<file path="src/rtl/core/skbs_pkg.sv">
// shared types and constants for the sorted key binary search block
// no dependencies; imported by skbs_key_store, skbs_key_cmp and the top level
package skbs_pkg;

    localparam int TABLE_DEPTH = 64;
    localparam int KEY_BYTES   = 16;

    localparam int ADDR_W  = $clog2(TABLE_DEPTH);
    localparam int BOUND_W = ADDR_W + 1;
    localparam int KEY_W   = 128;
    localparam int HALF_W  = 64;

    localparam int SLOT_W      = 6;
    localparam int POSITION_W  = 6;
    localparam int COUNT_W     = 7;
    localparam int CFG_INDEX_W = 2;
    localparam int CFG_DATA_W  = 7;

    typedef logic [KEY_W-1:0]       key_t;
    typedef logic [ADDR_W-1:0]      addr_t;
    typedef logic [BOUND_W-1:0]     bound_t;
    typedef logic [CFG_INDEX_W-1:0] cfg_index_t;

    // configuration register indexes
    localparam cfg_index_t REG_ENTRY_COUNT = 2'd0;
    localparam cfg_index_t REG_CASE_FOLD   = 2'd1;

    // opcodes
    localparam logic OP_LOAD   = 1'b0;
    localparam logic OP_SEARCH = 1'b1;

    // compare outcome
    typedef logic [1:0] cmp_t;
    localparam cmp_t CMP_LT = 2'd0;
    localparam cmp_t CMP_EQ = 2'd1;
    localparam cmp_t CMP_GT = 2'd2;

endpackage

</file>
<file path="src/rtl/core/skbs_key_cmp.sv">
// lexicographic compare of two zero-padded keys, optional ascii case fold
// depends on skbs_pkg
module skbs_key_cmp (
    input  skbs_pkg::key_t key_a,
    input  skbs_pkg::key_t key_b,
    input  logic           case_fold,
    output skbs_pkg::cmp_t result
);
    import skbs_pkg::*;

    logic [7:0] byte_a [KEY_BYTES];
    logic [7:0] byte_b [KEY_BYTES];

    // per-byte fold, independent lanes
    always_comb
    begin
        for (int i = 0; i < KEY_BYTES; i++)
        begin
            byte_a[i] = key_a[KEY_W-1-8*i -: 8];
            byte_b[i] = key_b[KEY_W-1-8*i -: 8];
            if (case_fold && byte_a[i] >= 8'h41 && byte_a[i] <= 8'h5a)
            begin
                byte_a[i] = byte_a[i] + 8'h20;
            end
            if (case_fold && byte_b[i] >= 8'h41 && byte_b[i] <= 8'h5a)
            begin
                byte_b[i] = byte_b[i] + 8'h20;
            end
        end
    end

    // first differing byte decides; a shared zero byte ends the string
    always_comb
    begin
        logic stop;
        stop   = 1'b0;
        result = CMP_EQ;
        for (int i = 0; i < KEY_BYTES; i++)
        begin
            if (!stop)
            begin
                if (byte_a[i] != byte_b[i])
                begin
                    result = (byte_a[i] < byte_b[i]) ? CMP_LT : CMP_GT;
                    stop   = 1'b1;
                end
                else if (byte_a[i] == 8'h00)
                begin
                    stop = 1'b1;
                end
            end
        end
    end

endmodule

</file>
<file path="config.mk">
export PLATFORM = sky130hd
export DESIGN_NAME = skbs_key_cmp
export DESIGN_NICKNAME = d
export VERILOG_FILES = /design/src/rtl/core/skbs_pkg.sv /design/src/rtl/core/skbs_key_cmp.sv
export SDC_FILE = /design/constraint.sdc
export NUM_CORES = 1
export LEC_CHECK = 0
export BUFFER_PORTS_ARGS = -buffer_cell sky130_fd_sc_hd__buf_2
export CAP_MARGIN = 5
export CELL_PAD_IN_SITES_DETAIL_PLACEMENT = 0
export CELL_PAD_IN_SITES_GLOBAL_PLACEMENT = 1
export CORE_AREA = 3 3 136 138
export DETAILED_ROUTE_END_ITERATION = 10
export DIE_AREA = 0 0 139 141
export GPL_ROUTABILITY_DRIVEN = 0
export GPL_TIMING_DRIVEN = 0
export PLACE_DENSITY = 0.83
export SETUP_SLACK_MARGIN = 0.1
export SLEW_MARGIN = 20
export SYNTH_ARGS = -nofsm -noshare
export SYNTH_HDL_FRONTEND = slang
export SYNTH_SLANG_ARGS = --single-unit
</file>
<file path="constraint.sdc">
create_clock -name vclk -period 5.9
set_clock_uncertainty 0.05 [all_clocks]
set_input_delay 1.18 -clock vclk [all_inputs]
set_output_delay 1.18 -clock vclk [all_outputs]
set_load 0.005 [all_outputs]
</file>
Word-level counts from Yosys, hierarchy flattened
Index checks and enable logic that the tools add are counted.
- register bits: 0
- bits of input ports: 257
- output and inout bits: 2
- logic and storage cells: 330
- $add $sub $neg: 32
- $lt $le $gt $ge: 80
- equal/unequal tests: 16
- mux-type cells: 123
- reductions and logical operators: 79
- operator list (kind ; count):
    adder 8 x 6 -> 8 bit, second input constant ; 32
    >= comparator 8 x 7 -> 1 bit, second input constant ; 32
    less-or-equal comparator 8 x 7 -> 1 bit, second input constant ; 32
    two-way mux 8 bit ; 32
    less-than comparator 8 bit ; 16
    inequality test 8 bit ; 16
    zero test 8 bit ; 15
    two-way mux 2 bit ; 47
    logical AND 1 bit ; 64
    two-way mux 1 bit ; 44

Depth between registers and ports, before layout
- depth after elaboration: 37
- mapped depth: 14
- gate-level depth less buffers: 14

Worst setup path before layout
No wires, ideal clock.
- path type: in2out
- from: input key_a[108]
- to: output result[1]
- arrival: 4.388 ns
- path slack: 0.282 ns
- cell stages on the path: 13
- path buffers: 0
- path through: or4_1 o211ai_1 a31oi_1 a31o_2 ha_1 and4_1 nand3_1 nand2b_1 or4_4 or4_4 nor2_2 a222oi_1 a21oi_1
- longest elaborated chain between the ends: 34
- ends and longest elaborated chain (element ; line ; source):
    start, declared ; skbs_key_cmp.sv:4 ; input skbs_pkg::key_t key_a,
    >= comparator 8 x 7 -> 1 bit ; skbs_key_cmp.sv:21 ; if (case_fold && byte_a[i] >= 8'h41 && byte_a[i] <= 8'h5a)
    logical AND 1 bit (2 in series) ; skbs_key_cmp.sv:21 ;
    two-way mux 8 bit * ; skbs_key_cmp.sv:21 ;
    less-than comparator 8 bit ; skbs_key_cmp.sv:44 ; result = (byte_a[i] < byte_b[i]) ? CMP_LT : CMP_GT;
    two-way mux 2 bit ; skbs_key_cmp.sv:44 ;
    two-way mux 2 bit ; skbs_key_cmp.sv:42 ; if (byte_a[i] != byte_b[i])
    two-way mux 2 bit ; skbs_key_cmp.sv:40 ; if (!stop)
    two-way mux 2 bit ; skbs_key_cmp.sv:42 ;
    [... 17 more ...] ; - ;
    two-way mux 2 bit ; skbs_key_cmp.sv:42 ;
    two-way mux 2 bit ; skbs_key_cmp.sv:40 ;
    two-way mux 2 bit ; skbs_key_cmp.sv:42 ;
    two-way mux 2 bit ; skbs_key_cmp.sv:40 ;
    two-way mux 2 bit ; skbs_key_cmp.sv:42 ;
    two-way mux 2 bit ; skbs_key_cmp.sv:40 ;
    two-way mux 2 bit ; skbs_key_cmp.sv:42 ;
    two-way mux 2 bit * ; skbs_key_cmp.sv:40 ;
    end, declared ; skbs_key_cmp.sv:7 ; output skbs_pkg::cmp_t result
Every way passes the cells marked *; elsewhere a longest branch is shown, timed or not.

Worst setup path after layout
- from: input key_a[105]
- to: output result[1]
Same word-level chain as after synthesis.

==> summary.md <==
| Metric | Value |
|---|---|
| Sw Ratio | `52.4%` |
| Maxcap violations | `0` |
| Number of global-route vias before repair | `6,966` |
| RSZ-0062 raised after global routing | `yes` |
| Critical Path End Type | `primary output` |
| CP bufs+invs | `2` |
| Fmax | `170 MHz` |
| Clkbuf count | `0` |
| Routed wire per std cell | `14.8 um` |
| HP Class | `input port to primary output` |
| Final instance area | `0.00793 mm^2` |
| Rel. slew slack | `62.2%` |
| Crit-path max cell delay | `580 ps` |
| Largest net degree at the start of global routing | `11` |
| Worst Hold Slack | `3080 ps` |
| Die Ht | `141 um` |
| Seq. cell area | `0 um^2` |
| Half-perimeter wire length after placement | `17,800 um` |
| Fraction of layout cells with a size suffix above 1 | `31.1%` |
| Initial antenna violation count | `3` |
| Crit path max-delay family | `simple AND/OR/NAND/NOR gates` |
| DRC | `0` |
| Actual slew at the worst max-slew pin | `561 ps` |
| Syn_area_per_cell | `6.93 um^2` |
| DR iter-0 viols | `209` |
| Crit Path Max Fanout | `3` |
| Post-route minimum period | `5880 ps` |
| DRT Pass-1 Iters | `4` |
| Switching Power | `0.255 mW` |
| Syn nets | `1,261` |
| Netlist cell types | `58` |
| Static Leak | `4.03 nW` |
| Placed cell area | `0.00743 mm^2` |
| Worst endpoint data arrival time | `4650 ps` |
| DRT Wirelength | `20,000 um` |
| Most frequent cells in the layout | `buf_2, ha_1, inv_1` |
| Synthesis-to-layout area growth | `35.4%` |
| Starting Density | `33.8%` |
| Core footprint | `0.0173 mm^2` |
| Clock share of power | `0%` |
| Worst vdd ir | `0.0000271 V` |
| IO Pins | `259` |
| Final-report max-slew violation count | `0` |
| Tcrit/Tclk final | `99.6%` |
| Cell count after synthesis | `844` |
| Routed via count | `7,165` |
| Post-Syn Area | `0.00585 mm^2` |
| Via density | `5.29` |
| CP Cell Sequence | `buf_6, or4_4, o211ai_1, a31oi_2, a31o_2, ha_4, and4_1, nand3_2, nand2b_4, or4_4, or4_4, nor2_4, a222oi_1, a21oi_1, buf_2` |
| Nets | `1,546` |
| Status | `finished clean` |
| Gate power share | `100.0%` |
| GRT Overall Usage | `19.0%` |
| Worst setup SP type | `input port` |
| Final Setup Violations | `0` |
| Die span in x | `139 um` |
| Antenna-violating nets left | `0` |
| Setup CP Type | `input port to primary output` |
| Seq pwr share | `0%` |
| End point of the critical path | `result[1]` |
| Row count | `48` |
| Most common cell after layout, fill and taps aside | `buf_2` |
| Final Hold Vio Count | `0` |
| Die area | `0.0196 mm^2` |
| Worst EP required | `4670 ps` |
| Flip-flop and latch count | `0` |
| Most used cell, CP | `or4_4` |
| Int Power | `0.231 mW` |
| Hold buffer count at CTS | `0` |
| Syn. warnings | `0` |
| Pwr/cell area | `61.3 mW/mm^2` |
| Buffers on Ports | `259` |
| CP startpoint | `key_a[105]` |
| Critical path's slowest cell | `or4_4` |
| CP Depth | `15` |
| Grt ovf | `0` |
| Seq/Total Area, Yosys | `0%` |
| First-pass GRT wire length | `32,200 um` |
[area by class of cell]
type | count | area, um^2
inverter | 108 | 405
timing repair buffer | 283 | 1500
antenna | 2 | 5.00
multi-input combinational | 733 | 5680
fill | 1795 | 9370
tap | 225 | 282
buffer | 3 | 46.3
[what timing repair did]
action,4_1_cts,5_1_grt
setup buffers,17,7
resized for setup,43,20
gates cloned,0,0
setup endpoints to repair,2,2
pin swaps,24,22
[power groups by stage]
stage                 Clock (mW)  Combinational (mW)  Sequential (mW)
global placement               0               0.449                0
detailed placement             0               0.456                0
CTS                            0               0.477                0
global route        0.0000000454               0.561                0
floorplan                      0               0.259                0
finish              0.0000000454               0.486                0
[tightest hold or removal path: stages]
cell and delay, ps:
buf_2 80, a21oi_1 40, ha_1 170, inv_1 50
a31oi_1 70, a21oi_1 170, a21oi_1 60, buf_2 140
[logic make-up (layout without fill, tap and decap cells)]
group	count (synthesis)	in the layout	synth area share, %
other cells	0	2	0
buf+inv	111	394	7.12
compound gates	245	245	27.1
fa+ha+maj	160	160	34.2
mux	7	7	1.28
simple gates	321	321	30.2
[how the worst min path moves through the flow]
stage | to | depth (start not counted) | start | slack, ps
after global placement | result[1] | 8 | key_b[47] | 3060
after floorplan | result[0] | 5 | key_a[124] | 2720
after detailed placement | result[1] | 8 | key_b[47] | 3070
after global routing | result[1] | 8 | key_b[47] | 3150
after CTS | result[1] | 8 | key_b[47] | 3100
final | result[1] | 8 | key_b[47] | 3080
[stage by stage]
step                      utilization (%)  setup TNS [ps]  total power, mW  instances  worst slack (ps)
after floorplan                         -               0            0.259        844               282
after global placement               43.0           -1300            0.449       1328              -737
after detailed placement             43.0           -1350            0.456       1328              -776
after CTS                            45.0               0            0.477       1345              36.8
after global routing                 45.8            -168            0.561       1354              -103
final                                45.8               0            0.486       1354              20.9
[Yosys cell counts, drive strengths merged (10+ instances only)]
cell type / count / area (um^2)
o21ai: 43 / 215
nor4bb: 15 / 150
or2: 15 / 93.8
nand4: 33 / 206
a21oi: 80 / 400
nand3: 40 / 205
or4: 15 / 120
nor4: 18 / 113
nor2: 75 / 284
a21o: 30 / 226
nand2: 40 / 150
nor3: 29 / 161
o311a: 14 / 140
inv: 108 / 405
ha: 160 / 2000
a21boi: 10 / 75.1
[routing by layer]
| layer | GRT usage (%) | wire length, um | vias up |
|---|---|---|---|
| met4 | 1.08 | 108 | 2 |
| met3 | 1.73 | 917 | 8 |
| li1 | - | - | 3805 |
| met1 | 24.1 | 9000 | 3184 |
| met2 | 36.5 | 10000 | 166 |
| met5 | 0 | 13 | - |
Power figures use the tool's default switching activity.
